==> config.mk <==
export PLATFORM = sky130hd
export DESIGN_NAME = planar_odometry_integrator_top
export DESIGN_NICKNAME = d
export VERILOG_FILES = /design/src/rtl/poi_pkg.sv /design/src/rtl/poi_cordic.sv /design/src/rtl/poi_datapath.sv /design/src/rtl/poi_ctrl.sv /design/src/rtl/planar_odometry_integrator_top.sv
export SDC_FILE = /design/constraint.sdc
export NUM_CORES = 2
export LEC_CHECK = 0
export ABC_AREA = 1
export ABC_CLOCK_PERIOD_IN_PS = 23300
export BUFFER_PORTS_ARGS = -buffer_cell sky130_fd_sc_hd__buf_2
export CAP_MARGIN = 0
export CORE_UTILIZATION = 55
export DETAILED_ROUTE_END_ITERATION = 8
export PLACE_DENSITY = 0.78
export SKIP_CTS_REPAIR_TIMING = 1
export SYNTH_ARGS = -nofsm -noshare
export SYNTH_HDL_FRONTEND = slang
export SYNTH_HIERARCHICAL = 1
export SYNTH_SLANG_ARGS = --single-unit
==> constraint.sdc <==
create_clock -name clk -period 23.3 [get_ports clk]
set_input_delay 1.165 -clock clk [delete_from_list [all_inputs] [get_ports clk]]
set_output_delay 1.165 -clock clk [all_outputs]
set_load 0.1 [all_outputs]
==> src/rtl/poi_pkg.sv <==
`timescale 1ns / 1ps
// ----------------------------------------------------------------------------
// poi_pkg: shared types and constants of the planar odometry integrator
// fixed-point widths, cordic constants, arctangent table, controller codes
// and the command and status bundles between controller and datapath
// ----------------------------------------------------------------------------
package poi_pkg;

    // widths
    localparam int ANG_W      = 24;  // cordic angle, q.20 radians
    localparam int CXY_W      = 34;  // cordic x and y, q1.30 with headroom
    localparam int MUL_A_W    = 32;  // multiplier operand a
    localparam int MUL_B_W    = 17;  // multiplier operand b
    localparam int PROD_W     = 49;  // multiplier product
    localparam int DH_W       = 18;  // rounded heading increment
    localparam int HSUM_W     = 19;  // heading sum before wrap
    localparam int ATAN_IDX_W = 5;

    // cordic constants
    localparam logic signed [CXY_W-1:0] CORDIC_GAIN_Q30 = 34'sd652032874;
    localparam logic signed [ANG_W-1:0] PI_Q20          = 24'sd3294199;
    localparam logic signed [ANG_W-1:0] HALF_PI_Q20     = 24'sd1647099;

    // heading wrap constants, q3.13
    localparam logic signed [HSUM_W-1:0] HEAD_PI      = 19'sd25736;
    localparam logic signed [HSUM_W-1:0] HEAD_TWO_PI  = 19'sd51472;
    localparam logic signed [HSUM_W-1:0] HEAD_FOUR_PI = 19'sd102944;

    // atan(2^-i) in q.20 radians
    function automatic logic [19:0] atan_q20(input logic [ATAN_IDX_W-1:0] idx);
        logic [19:0] v;
        case (idx)
            5'd0:    v = 20'd823550;
            5'd1:    v = 20'd486170;
            5'd2:    v = 20'd256879;
            5'd3:    v = 20'd130396;
            5'd4:    v = 20'd65451;
            5'd5:    v = 20'd32757;
            5'd6:    v = 20'd16383;
            5'd7:    v = 20'd8192;
            5'd8:    v = 20'd4096;
            5'd9:    v = 20'd2048;
            5'd10:   v = 20'd1024;
            5'd11:   v = 20'd512;
            5'd12:   v = 20'd256;
            5'd13:   v = 20'd128;
            5'd14:   v = 20'd64;
            5'd15:   v = 20'd32;
            5'd16:   v = 20'd16;
            5'd17:   v = 20'd8;
            5'd18:   v = 20'd4;
            5'd19:   v = 20'd2;
            5'd20:   v = 20'd1;
            default: v = 20'd0;
        endcase
        return v;
    endfunction

    // multiply sequence, one operation per cycle
    typedef enum logic [2:0] {
        OP_VF_C  = 3'd0,  // vf * cos
        OP_VL_S  = 3'd1,  // vl * sin
        OP_VF_S  = 3'd2,  // vf * sin
        OP_VL_C  = 3'd3,  // vl * cos
        OP_AX_DT = 3'd4,  // (vf*cos - vl*sin) * dt
        OP_BY_DT = 3'd5,  // (vf*sin + vl*cos) * dt
        OP_WR_DT = 3'd6,  // yaw rate * dt
        OP_HEAD  = 3'd7   // heading update, no product
    } mul_op_t;

    typedef enum logic [6:0] {
        S_IDLE   = 7'b0000001,
        S_HSTART = 7'b0000010,
        S_HWAIT  = 7'b0000100,
        S_MUL    = 7'b0001000,
        S_QSTART = 7'b0010000,
        S_QWAIT  = 7'b0100000,
        S_OUT    = 7'b1000000
    } state_t;

    typedef struct packed {
        logic    load;
        logic    clear_pose;
        logic    cordic_start;
        logic    ang_half;
        logic    latch_sc;
        logic    mul_en;
        mul_op_t op;
        logic    out_load;
    } poi_cmd_t;

    typedef struct packed {
        logic cordic_done;
        logic out_free;
    } poi_sts_t;

endpackage

==> src/rtl/poi_cordic.sv <==
`timescale 1ns / 1ps
// ----------------------------------------------------------------------------
// poi_cordic: iterative rotation-mode sine and cosine
// one micro-rotation per cycle, quadrant folding at start, q1.14 results
// ----------------------------------------------------------------------------
module poi_cordic #(
    parameter int CORDIC_STEPS = 16
) (
    input  logic                              clk,
    input  logic                              rst_n,
    input  logic                              start,
    input  logic signed [poi_pkg::ANG_W-1:0]  angle,
    output logic                              done,
    output logic signed [15:0]                cos_q14,
    output logic signed [15:0]                sin_q14
);

    localparam int STEP_W = $clog2(CORDIC_STEPS);

    logic signed [poi_pkg::CXY_W-1:0] x_reg, x_next;
    logic signed [poi_pkg::CXY_W-1:0] y_reg, y_next;
    logic signed [poi_pkg::ANG_W-1:0] z_reg, z_next;
    logic                             neg_reg, neg_next;
    logic                             busy_reg, busy_next;
    logic                             done_reg, done_next;
    logic [STEP_W-1:0]                step_reg, step_next;

    logic signed [poi_pkg::CXY_W-1:0] xs, ys, x_fin, y_fin;
    logic signed [poi_pkg::ANG_W-1:0] at, z_init;
    logic                             neg_init, last;

    function automatic logic signed [15:0] to_q14(input logic signed [poi_pkg::CXY_W-1:0] v);
        logic signed [poi_pkg::CXY_W-1:0] r;
        logic signed [15:0]               q;
        r = (v + 34'sd32768) >>> 16;
        if (r > 34'sd16384) begin
            q = 16'sd16384;
        end else if (r < -34'sd16384) begin
            q = -16'sd16384;
        end else begin
            q = 16'(r);
        end
        return q;
    endfunction

    // fold angles beyond a quarter turn, results negated at the end
    always_comb
    begin
        if (angle > poi_pkg::HALF_PI_Q20) begin
            z_init   = angle - poi_pkg::PI_Q20;
            neg_init = 1'b1;
        end else if (angle < -poi_pkg::HALF_PI_Q20) begin
            z_init   = angle + poi_pkg::PI_Q20;
            neg_init = 1'b1;
        end else begin
            z_init   = angle;
            neg_init = 1'b0;
        end
    end

    assign xs   = x_reg >>> step_reg;
    assign ys   = y_reg >>> step_reg;
    assign at   = poi_pkg::ANG_W'({1'b0, poi_pkg::atan_q20(poi_pkg::ATAN_IDX_W'(step_reg))});
    assign last = (step_reg == STEP_W'(CORDIC_STEPS - 1));

    always_comb
    begin
        x_next    = x_reg;
        y_next    = y_reg;
        z_next    = z_reg;
        neg_next  = neg_reg;
        busy_next = busy_reg;
        step_next = step_reg;
        done_next = 1'b0;
        if (start) begin
            x_next    = poi_pkg::CORDIC_GAIN_Q30;
            y_next    = '0;
            z_next    = z_init;
            neg_next  = neg_init;
            busy_next = 1'b1;
            step_next = '0;
        end else if (busy_reg) begin
            if (!z_reg[poi_pkg::ANG_W-1]) begin
                x_next = x_reg - ys;
                y_next = y_reg + xs;
                z_next = z_reg - at;
            end else begin
                x_next = x_reg + ys;
                y_next = y_reg - xs;
                z_next = z_reg + at;
            end
            step_next = step_reg + 1'b1;
            if (last) begin
                busy_next = 1'b0;
                done_next = 1'b1;
            end
        end
    end

    always_ff @(posedge clk or negedge rst_n)
    begin
        if (!rst_n) begin
            busy_reg <= 1'b0;
            done_reg <= 1'b0;
            step_reg <= '0;
        end else begin
            busy_reg <= busy_next;
            done_reg <= done_next;
            step_reg <= step_next;
        end
    end

    always_ff @(posedge clk)
    begin
        x_reg   <= x_next;
        y_reg   <= y_next;
        z_reg   <= z_next;
        neg_reg <= neg_next;
    end

    assign x_fin   = neg_reg ? -x_reg : x_reg;
    assign y_fin   = neg_reg ? -y_reg : y_reg;
    assign cos_q14 = to_q14(x_fin);
    assign sin_q14 = to_q14(y_fin);
    assign done    = done_reg;

endmodule

==> src/rtl/poi_datapath.sv <==
`timescale 1ns / 1ps
// ----------------------------------------------------------------------------
// poi_datapath: pose state, shared multiplier, cordic and result register
// executes the commands of the controller one step per cycle
// ----------------------------------------------------------------------------
module poi_datapath #(
    parameter int CORDIC_STEPS = 16
) (
    input  logic               clk,
    input  logic               rst_n,
    input  poi_pkg::poi_cmd_t  cmd,
    output poi_pkg::poi_sts_t  sts,
    input  logic signed [15:0] vel_forward,
    input  logic signed [15:0] vel_lateral,
    input  logic signed [15:0] yaw_rate,
    input  logic [15:0]        elapsed_time,
    input  logic               out_stall,
    output logic               out_valid,
    output logic signed [31:0] position_x,
    output logic signed [31:0] position_y,
    output logic signed [15:0] heading,
    output logic signed [15:0] quat_z,
    output logic signed [15:0] quat_w,
    output logic [31:0]        tick_number
);

    // latched item
    logic signed [15:0] vf_reg, vl_reg, wr_reg;
    logic [15:0]        dt_reg;

    // pose state
    logic signed [31:0] pos_x_reg, pos_x_next;
    logic signed [31:0] pos_y_reg, pos_y_next;
    logic signed [15:0] head_reg, head_next;
    logic [31:0]        tick_reg, tick_next;

    // working registers
    logic signed [15:0]                c_reg, s_reg;
    logic signed [poi_pkg::PROD_W-1:0] prod_reg;
    logic signed [31:0]                acc_a_reg, acc_a_next;
    logic signed [31:0]                acc_b_reg, acc_b_next;

    // result register
    logic               out_valid_reg, out_valid_next;
    logic signed [31:0] o_x_reg, o_y_reg;
    logic signed [15:0] o_head_reg, o_qz_reg, o_qw_reg;
    logic [31:0]        o_tick_reg;

    logic signed [poi_pkg::MUL_A_W-1:0] mul_a;
    logic signed [poi_pkg::MUL_B_W-1:0] mul_b, dt_s;
    logic signed [poi_pkg::PROD_W-1:0]  mul_p, rnd_pos, rnd_head;
    logic signed [31:0]                 dpos;
    logic signed [poi_pkg::DH_W-1:0]    dhead;
    logic signed [poi_pkg::HSUM_W-1:0]  hsum, hwrap;
    logic signed [poi_pkg::ANG_W-1:0]   ang_full, ang_half, angle;
    logic signed [15:0]                 cor_cos, cor_sin;
    logic                               cor_done;

    // cordic angle: heading * 128 for the rotation, * 64 for the half angle
    assign ang_full = {head_reg[15], head_reg, 7'b0};
    assign ang_half = {{2{head_reg[15]}}, head_reg, 6'b0};
    assign angle    = cmd.ang_half ? ang_half : ang_full;

    poi_cordic #(
        .CORDIC_STEPS (CORDIC_STEPS)
    ) u_cordic (
        .clk     (clk),
        .rst_n   (rst_n),
        .start   (cmd.cordic_start),
        .angle   (angle),
        .done    (cor_done),
        .cos_q14 (cor_cos),
        .sin_q14 (cor_sin)
    );

    // shared multiplier operands
    assign dt_s = {1'b0, dt_reg};

    always_comb
    begin
        case (cmd.op)
            poi_pkg::OP_VF_C:  begin mul_a = 32'(vf_reg); mul_b = 17'(c_reg); end
            poi_pkg::OP_VL_S:  begin mul_a = 32'(vl_reg); mul_b = 17'(s_reg); end
            poi_pkg::OP_VF_S:  begin mul_a = 32'(vf_reg); mul_b = 17'(s_reg); end
            poi_pkg::OP_VL_C:  begin mul_a = 32'(vl_reg); mul_b = 17'(c_reg); end
            poi_pkg::OP_AX_DT: begin mul_a = acc_a_reg;   mul_b = dt_s;       end
            poi_pkg::OP_BY_DT: begin mul_a = acc_b_reg;   mul_b = dt_s;       end
            poi_pkg::OP_WR_DT: begin mul_a = 32'(wr_reg); mul_b = dt_s;       end
            default:           begin mul_a = '0;          mul_b = '0;         end
        endcase
    end

    assign mul_p = mul_a * mul_b;

    // round half up from q.38 to q16.16, and from q.28 to q3.13
    assign rnd_pos  = prod_reg + 49'sd2097152;
    assign dpos     = 32'(rnd_pos >>> 22);
    assign rnd_head = prod_reg + 49'sd16384;
    assign dhead    = poi_pkg::DH_W'(rnd_head >>> 15);

    // heading wrap into [-pi, pi), at most two turns either way
    assign hsum = poi_pkg::HSUM_W'(head_reg) + poi_pkg::HSUM_W'(dhead) + poi_pkg::HEAD_PI;

    always_comb
    begin
        if (hsum >= poi_pkg::HEAD_FOUR_PI) begin
            hwrap = hsum - poi_pkg::HEAD_FOUR_PI;
        end else if (hsum >= poi_pkg::HEAD_TWO_PI) begin
            hwrap = hsum - poi_pkg::HEAD_TWO_PI;
        end else if (!hsum[poi_pkg::HSUM_W-1]) begin
            hwrap = hsum;
        end else if (hsum >= -poi_pkg::HEAD_TWO_PI) begin
            hwrap = hsum + poi_pkg::HEAD_TWO_PI;
        end else begin
            hwrap = hsum + poi_pkg::HEAD_FOUR_PI;
        end
    end

    // state updates; every op but the first consumes the prior op's product
    always_comb
    begin
        pos_x_next = pos_x_reg;
        pos_y_next = pos_y_reg;
        head_next  = head_reg;
        tick_next  = tick_reg;
        acc_a_next = acc_a_reg;
        acc_b_next = acc_b_reg;
        if (cmd.clear_pose) begin
            pos_x_next = '0;
            pos_y_next = '0;
            head_next  = '0;
        end else if (cmd.mul_en) begin
            case (cmd.op)
                poi_pkg::OP_VL_S:  acc_a_next = prod_reg[31:0];
                poi_pkg::OP_VF_S:  acc_a_next = acc_a_reg - prod_reg[31:0];
                poi_pkg::OP_VL_C:  acc_b_next = prod_reg[31:0];
                poi_pkg::OP_AX_DT: acc_b_next = acc_b_reg + prod_reg[31:0];
                poi_pkg::OP_BY_DT: pos_x_next = pos_x_reg + dpos;
                poi_pkg::OP_WR_DT: pos_y_next = pos_y_reg + dpos;
                poi_pkg::OP_HEAD:
                begin
                    head_next = 16'(hwrap - poi_pkg::HEAD_PI);
                    tick_next = tick_reg + 32'd1;
                end
                default: ;
            endcase
        end
    end

    always_ff @(posedge clk or negedge rst_n)
    begin
        if (!rst_n) begin
            pos_x_reg <= '0;
            pos_y_reg <= '0;
            head_reg  <= '0;
            tick_reg  <= '0;
        end else begin
            pos_x_reg <= pos_x_next;
            pos_y_reg <= pos_y_next;
            head_reg  <= head_next;
            tick_reg  <= tick_next;
        end
    end

    always_ff @(posedge clk)
    begin
        if (cmd.load) begin
            vf_reg <= vel_forward;
            vl_reg <= vel_lateral;
            wr_reg <= yaw_rate;
            dt_reg <= elapsed_time;
        end
        if (cmd.latch_sc) begin
            c_reg <= cor_cos;
            s_reg <= cor_sin;
        end
        if (cmd.mul_en) begin
            prod_reg <= mul_p;
        end
        acc_a_reg <= acc_a_next;
        acc_b_reg <= acc_b_next;
    end

    // result register, free once empty or taken
    assign sts.out_free    = !out_valid_reg || !out_stall;
    assign sts.cordic_done = cor_done;

    always_comb
    begin
        if (cmd.out_load) begin
            out_valid_next = 1'b1;
        end else if (!out_stall) begin
            out_valid_next = 1'b0;
        end else begin
            out_valid_next = out_valid_reg;
        end
    end

    always_ff @(posedge clk or negedge rst_n)
    begin
        if (!rst_n) begin
            out_valid_reg <= 1'b0;
        end else begin
            out_valid_reg <= out_valid_next;
        end
    end

    always_ff @(posedge clk)
    begin
        if (cmd.out_load) begin
            o_x_reg    <= pos_x_reg;
            o_y_reg    <= pos_y_reg;
            o_head_reg <= head_reg;
            o_qz_reg   <= cor_sin;
            o_qw_reg   <= cor_cos;
            o_tick_reg <= tick_reg;
        end
    end

    assign out_valid   = out_valid_reg;
    assign position_x  = o_x_reg;
    assign position_y  = o_y_reg;
    assign heading     = o_head_reg;
    assign quat_z      = o_qz_reg;
    assign quat_w      = o_qw_reg;
    assign tick_number = o_tick_reg;

endmodule

==> src/rtl/poi_ctrl.sv <==
`timescale 1ns / 1ps
// ----------------------------------------------------------------------------
// poi_ctrl: sequencing state machine of the odometry integrator
// walks ticks through cordic and multiplies, fixes via quaternion and result
// ----------------------------------------------------------------------------
module poi_ctrl (
    input  logic              clk,
    input  logic              rst_n,
    input  logic              in_valid,
    input  logic              command,
    output logic              in_stall,
    output poi_pkg::poi_cmd_t cmd,
    input  poi_pkg::poi_sts_t sts
);

    poi_pkg::state_t  state_reg, state_next;
    poi_pkg::mul_op_t op_reg, op_next;

    always_comb
    begin
        state_next = state_reg;
        op_next    = op_reg;
        cmd        = '0;
        cmd.op     = op_reg;
        case (state_reg)
            poi_pkg::S_IDLE:
            begin
                if (in_valid) begin
                    cmd.load       = 1'b1;
                    cmd.clear_pose = command;
                    state_next     = command ? poi_pkg::S_QSTART : poi_pkg::S_HSTART;
                end
            end
            poi_pkg::S_HSTART:
            begin
                cmd.cordic_start = 1'b1;
                state_next       = poi_pkg::S_HWAIT;
            end
            poi_pkg::S_HWAIT:
            begin
                if (sts.cordic_done) begin
                    cmd.latch_sc = 1'b1;
                    op_next      = poi_pkg::OP_VF_C;
                    state_next   = poi_pkg::S_MUL;
                end
            end
            poi_pkg::S_MUL:
            begin
                cmd.mul_en = 1'b1;
                op_next    = poi_pkg::mul_op_t'(op_reg + 3'd1);
                if (op_reg == poi_pkg::OP_HEAD) begin
                    state_next = poi_pkg::S_QSTART;
                end
            end
            poi_pkg::S_QSTART:
            begin
                cmd.cordic_start = 1'b1;
                cmd.ang_half     = 1'b1;
                state_next       = poi_pkg::S_QWAIT;
            end
            poi_pkg::S_QWAIT:
            begin
                if (sts.cordic_done) begin
                    state_next = poi_pkg::S_OUT;
                end
            end
            poi_pkg::S_OUT:
            begin
                if (sts.out_free) begin
                    cmd.out_load = 1'b1;
                    state_next   = poi_pkg::S_IDLE;
                end
            end
            default:
            begin
                state_next = poi_pkg::S_IDLE;
            end
        endcase
    end

    always_ff @(posedge clk or negedge rst_n)
    begin
        if (!rst_n) begin
            state_reg <= poi_pkg::S_IDLE;
            op_reg    <= poi_pkg::OP_VF_C;
        end else begin
            state_reg <= state_next;
            op_reg    <= op_next;
        end
    end

    assign in_stall = (state_reg != poi_pkg::S_IDLE);

endmodule

==> src/rtl/planar_odometry_integrator_top.sv <==
`timescale 1ns / 1ps
// ----------------------------------------------------------------------------
// planar_odometry_integrator_top: dead-reckoning pose integrator
// rotates body-frame velocity by the heading, integrates position and
// heading, and reports pose, planar quaternion and tick count per item
// ----------------------------------------------------------------------------
//
//  channel | direction | handshake          | payload
//  --------+-----------+--------------------+-----------------------------------
//  in      | into      | in_valid/in_stall  | command, vel_forward, vel_lateral,
//          |           |                    | yaw_rate, elapsed_time
//  out     | out of    | out_valid/out_stall| position_x, position_y, heading,
//          |           |                    | quat_z, quat_w, tick_number
//
//  an integrate item runs two passes of the iterative cordic, one
//  micro-rotation per cycle, plus eight steps on the single shared
//  multiplier; a reset item clears the pose and runs one cordic pass
//  one item at a time; in_stall is high from the transfer until the result
//  sits in the output register, so the next item is taken while it waits
//  out_stall holds the result register; the controller then waits before
//  loading the next result
//  rst_n clears the pose, the tick count and all control state
//
module planar_odometry_integrator_top #(
    parameter int CORDIC_STEPS = 16
) (
    input  logic               clk,
    input  logic               rst_n,
    // input channel
    input  logic               in_valid,
    output logic               in_stall,
    input  logic               command,
    input  logic signed [15:0] vel_forward,
    input  logic signed [15:0] vel_lateral,
    input  logic signed [15:0] yaw_rate,
    input  logic [15:0]        elapsed_time,
    // output channel
    output logic               out_valid,
    input  logic               out_stall,
    output logic signed [31:0] position_x,
    output logic signed [31:0] position_y,
    output logic signed [15:0] heading,
    output logic signed [15:0] quat_z,
    output logic signed [15:0] quat_w,
    output logic [31:0]        tick_number
);

    poi_pkg::poi_cmd_t cmd;
    poi_pkg::poi_sts_t sts;

    // sequencer: one state per phase of the item
    poi_ctrl u_ctrl (
        .clk      (clk),
        .rst_n    (rst_n),
        .in_valid (in_valid),
        .command  (command),
        .in_stall (in_stall),
        .cmd      (cmd),
        .sts      (sts)
    );

    // pose state, cordic, shared multiplier and the result register
    poi_datapath #(
        .CORDIC_STEPS (CORDIC_STEPS)
    ) u_datapath (
        .clk          (clk),
        .rst_n        (rst_n),
        .cmd          (cmd),
        .sts          (sts),
        .vel_forward  (vel_forward),
        .vel_lateral  (vel_lateral),
        .yaw_rate     (yaw_rate),
        .elapsed_time (elapsed_time),
        .out_stall    (out_stall),
        .out_valid    (out_valid),
        .position_x   (position_x),
        .position_y   (position_y),
        .heading      (heading),
        .quat_z       (quat_z),
        .quat_w       (quat_w),
        .tick_number  (tick_number)
    );

endmodule

* Yosys cells after proc, flatten, opt, wreduce, memory -nomap -nowiden
Memories as Yosys holds them, arrays and structs flattened. Cells that the tools add are included. Widths: inputs -> output; s select.
Storage, ports and cells: register bits after elaboration 575, bits in read-only memories 320, bits of input ports 69, output and inout port bits 146, logic and storage cells 179, memories 1
Cells by class: $add $sub $neg 28, multipliers 1, $lt $le $gt $ge 9, eq/ne operators 22, shift-type cells 2, multiplexer cells 60, bitwise logic cells 1, reduce and logical (&&, ||, !) cells 26
Memories:
- (no name shown) | depth 16, width 20, rd ports 1, clocked after memory_dff 0, write ports 0, RTL line poi_pkg.sv:32 | case (idx)
Operator list (count):
- $mux 32 | 6
- $mux 16 | 11
- $pmux 32 s5 | 1
- $mux 34 | 4
- $pmux 32 s2 | 2
- $mux 24 | 5
- $add 34x17->34 const B | 2
- $add 34x34->34 | 2
- $neg 34->34 | 2
- $sshr 34x4->34 | 2
- $sub 34x34->34 | 2
- $add 32x27->32 | 2
- $pmux 17 s3 | 1
- $add 49x23->49 const B | 1
- $mul 32x17->49 | 1
- $pmux 7 s7 | 1
- $ge 19x17->1 const B | 2
- $gt 18x16->1 const B | 2
- $lt 18x15->1 const B | 2
- $mux 7 | 5
- $add 33x16->33 const B | 1
- $add 32x1->32 const B | 1
- $add 32x32->32 | 1
- $sub 16x16->16 const B | 2
- 46 further kinds | 88

* Depth between registers and ports, before layout
depth in word-level cells 12, gate-level depth with buffers 45, gate-level depth less buffers 44

* Modules after synthesis
The synthesis kept the hierarchy.
By module, submodules not included:
- poi_datapath | times used 1, cells each 5242, area each 45428.6 um2, seq. area each 13427.9 um2
- poi_cordic | times used 1, cells each 3323, area each 18571.6 um2, seq. area each 2262.2 um2
- poi_ctrl | times used 1, cells each 97, area each 653.1 um2, seq. area each 251.5 um2

* Worst setup path after synthesis
Ideal clock, no wire load.
path type input to register, start point input out_stall, end point register u_datapath.o_head_reg[0] (netlist: u_datapath/heading[0]), enable pin, data arrival time 14971 ps, data required time 22296 ps, setup slack 7325 ps, cell stages on the path 3, cells stage by stage nand2_1 inv_1 nor4_1
RTL lines:
- start, declared | RTL line planar_odometry_integrator_top.sv:39 | input logic out_stall,
- end signal, assigned | RTL line poi_datapath.sv:213 | o_head_reg <= head_reg;
- end, declared | RTL line poi_datapath.sv:46 | logic signed [15:0] o_head_reg, o_qz_reg, o_qw_reg;

* Final worst setup path
start point register u_ctrl.op_reg[1], end point register u_datapath/prod_reg[47] (netlist bit), data pin
Between the ends: cells in the longest elaborated chain, start to end 4, elaborated cells on any way between the ends 15
Ends and longest elaborated chain:
- start, declared | RTL line poi_ctrl.sv:17 | poi_pkg::mul_op_t op_reg, op_next;
- start signal, assigned | RTL line poi_ctrl.sv:85 | op_reg <= poi_pkg::OP_VF_C;
- start signal, assigned | RTL line poi_ctrl.sv:88 | op_reg <= op_next;
- $eq 3x1->1, or another cell as far along | RTL line poi_datapath.sv:81 | case (cmd.op)
- $reduce_or 2->1 (no line) / $reduce_or 3->1 (equally long branches)
- $pmux 32 s5 / $pmux 17 s3 (equally long branches) | RTL line poi_datapath.sv:81
- $mul 32x17->49 (*) | RTL line poi_datapath.sv:93 | assign mul_p = mul_a * mul_b;
- named net u_datapath.mul_p, one bit | RTL line poi_datapath.sv:51 | logic signed [poi_pkg::PROD_W-1:0] mul_p, rnd_pos, rnd_head;
- end signal, assigned | RTL line poi_datapath.sv:178 | prod_reg <= mul_p;
- end, declared | RTL line poi_datapath.sv:39 | logic signed [poi_pkg::PROD_W-1:0] prod_reg;
The timed path passes the listed nets; every way through them passes the cells marked *. A chain may end at the register's enable or synchronous reset.

==> flow_summary.toml <==
[die]
num_io_pins = 215
initial_core_util_pct = 55.6
dieArea_mm2 = 0.119
die_w_um = 345
coreArea_mm2 = 0.116
placementRows = 125
die_y_um = 345

[routing]
drc_errors = 0
drt_iter0_drc = 5661
drtAntennaViolNets = 0
routed_wl_mm = 196
wl_per_cell_um = 19.0
vias = 58800
dr.pass1.iters = 6
vias_per_cell = 5.68

[synth]
postSynthAreaPerCell_um2 = 7.46
synthArstFlopShare_pct = 22.4
synth_top_cell_by_area = "edfxtp_1"
ys_warn_count = 6
synth-seq-cells = 575
synth_top_area_share_pct = 17.6
synthTopCellsByArea = "edfxtp_1 18%, fa_1 16%, nand2_1 13%"
synth_area_mm2 = 0.0647
ys.flop_type = "edfxtp_1"
synth_cell_type_count = 76
synthCells = 8662
synth_edf_count = 378
synth_seq_area_share_pct = 24.7

[finish]
fillers = 10600
fin_util_pct = 59.6
largest_register_ffs = 49
fin_cells = 10300
drive_gt1_share_pct = 7.22
finalNetCount = 9753
syn_to_final_growth_pct = 7.25

[sta]
worst_slew_pin_slew_ns = 1.20
setup_viol = 0
fin_setup_tns_ns = 0
period_minus_slack_ns = 9.63
rsz0062_at_grt = "no"
max_freq_mhz = 104
timing.hold.ws_ns = 0.448
clock_skew_ns = 0.0331
fin_crit_sh_pct = 41.3
maxSlewViolCount = 0
hold_viol = 0
relSlewSlack_pct = 19.5

[worst_hold_path]
hold_depth = 0
min_to = "u_datapath/position_x[31]$_DFFE_PP_"
worstHoldStart = "u_datapath/pos_x_reg[31]$_DFFE_PN0P_"
hold_path.class = "register to register"

[clock_network]
tritoncts = "built"
cts.reportedPaths.clkPinSlew_ns = 0.06
h-tree-depth = 3
cts-root-buf = "clkbuf_16"
clk_latency_ns = 0.67
cts_buffer_depth = 3
cts.sinks = 575
cts_made_buffers = 69

[global_route]
grt_max_degree = 93
first_global_vias = 56300
grt_usage_pct = 32.7
grt_pass1_wl_mm = 307
antenna_found_initial = 5
grt_overflow = 0

[setup_path]
r2r_start = "u_ctrl/op_reg[1]$_DFFE_PN0P_"
critical_path.max_stage_delay_ns = 0.91
rr_worst_depth = 32
crit_required_ns = 23.71
rrSetupSlack_ns = 13.67
cp-start-kind = "register"
timing.rr.end = "u_datapath/prod_reg[47]$_DFFE_PP_"
worstSetupEndpointType = "register"
path_class = "register to register"
worstSetupStartpoint = "u_ctrl/op_reg[1]$_DFFE_PN0P_"
arrival_ns = 10.04
worst_path_max_delay_cell = "nand2_1"
crit_path_max_fanout = 32
cpMostUsedCell = "inv_1"

[placed_design]
gp_routability_congestion = 0.974
place_inst = 10200
port_buffers = 214
place_hpwl_mm = 153

[status]
outcome = "finished clean"

[run]
cap_viol_max_count = 0
-- per-layer routing --
| metal | wire [um] | track usage, % | up-vias | share of wire (%) |
|---|---|---|---|---|
| met4 | 8840 | 13.7 | 4 | 4.5 |
| met2 | 87700 | 51.6 | 2795 | 45 |
| li1 | - | - | 27800 | - |
| met1 | 82000 | 44.7 | 27700 | 42 |
| met5 | 71 | 0 | - | 0.036 |
| met3 | 17600 | 5.30 | 495 | 9.0 |
-- kinds of logic after synthesis --
logic type	synth area share, %
DFF	24.7
buffers and inverters	11.1
muxes	0.0155
adders and majority gates	24.0
and+or+nand+nor	24.8
xor gates and xnor gates	4.45
AOI/OAI and AO/OA	11.0
other	0.00580
-- how the worst max path moves through the flow --
stage,to,slack (ns),cells past startpoint
floorplan,u_datapath/heading[0]$_DFFE_PP_,7.33,3
global placement,u_datapath/prod_reg[47]$_DFFE_PP_,13.95,32
detailed placement,u_datapath/prod_reg[47]$_DFFE_PP_,13.83,32
CTS,u_datapath/prod_reg[47]$_DFFE_PP_,13.82,32
global route,u_datapath/prod_reg[47]$_DFFE_PP_,12.92,32
finish,u_datapath/prod_reg[47]$_DFFE_PP_,13.67,32
-- layout make-up --
| class | instances | area (um2) | share of cell area (%) |
|---|---|---|---|
| Antenna cell | 1 | 2.50 | 0.00361 |
| Inverter | 1603 | 6020 | 8.68 |
| Sequential cell | 575 | 15900 | 23.0 |
| Clock inverter | 44 | 423 | 0.610 |
| Clock buffer | 83 | 1870 | 2.70 |
| Tap cell | 1524 | 1910 | 2.75 |
| Timing Repair Buffer | 265 | 1460 | 2.11 |
| Multi-Input combinational cell | 6247 | 41700 | 60.1 |
-- placed cells by master, fill, tap and decap left out, types with 32 or more instances in the layout --
master	Yosys	layout
a21oi_1	445	443
a31oi_1	43	43
buf_2	35	213
buf_4	14	51
clkbuf_16	0	72
dfrtp_1	128	123
dfxtp_1	68	68
edfxtp_1	378	378
fa_1	530	530
ha_1	393	393
inv_1	1572	1571
nand2_1	2177	2177
nand2_2	62	62
nand3_1	593	589
nand4_1	83	83
nor2_1	595	589
nor2_2	36	39
nor3_1	60	59
o21ai_0	408	408
o21ai_1	41	41
o22ai_1	32	32
xnor2_1	118	118
xor2_1	204	204
-- critical path: cells and delay by family, from the launching register on --
| family | cells | cell delay (ns) |
|---|---|---|
| adder cells (fa/ha/maj) | 7 | 3.22 |
| buffers and inverters | 10 | 1.00 |
| flip-flops | 1 | 0.50 |
| AO/OA/AOI/OAI | 9 | 2.27 |
| AND/OR/NAND/NOR | 5 | 2.29 |
| XOR/XNOR | 1 | 0.10 |
-- cell usage after synthesis (60+ instances only) --
library cell,n
xnor2_1,118
nor3_1,60
xor2_1,204
o21ai_0,408
dfxtp_1,68
nand2_1,2177
nand3_1,593
a21oi_1,445
dfrtp_1,128
fa_1,530
nand4_1,83
edfxtp_1,378
nor2_1,595
ha_1,393
clkbuf_1,181
nand2_2,62
inv_1,1572
-- per-stage QoR --
step	setup WS, ns	cell area, um2
6_report	13.67	69300
5_1_grt	12.92	69300
4_1_cts	13.82	69300
3_5_place_dp	13.83	67000
3_3_place_gp	13.95	67000
2_1_floorplan	7.33	64700
Power is left out: the tool's default activity adds up to more than one toggle a clock period on the data nets, which glitch-free logic cannot reach.
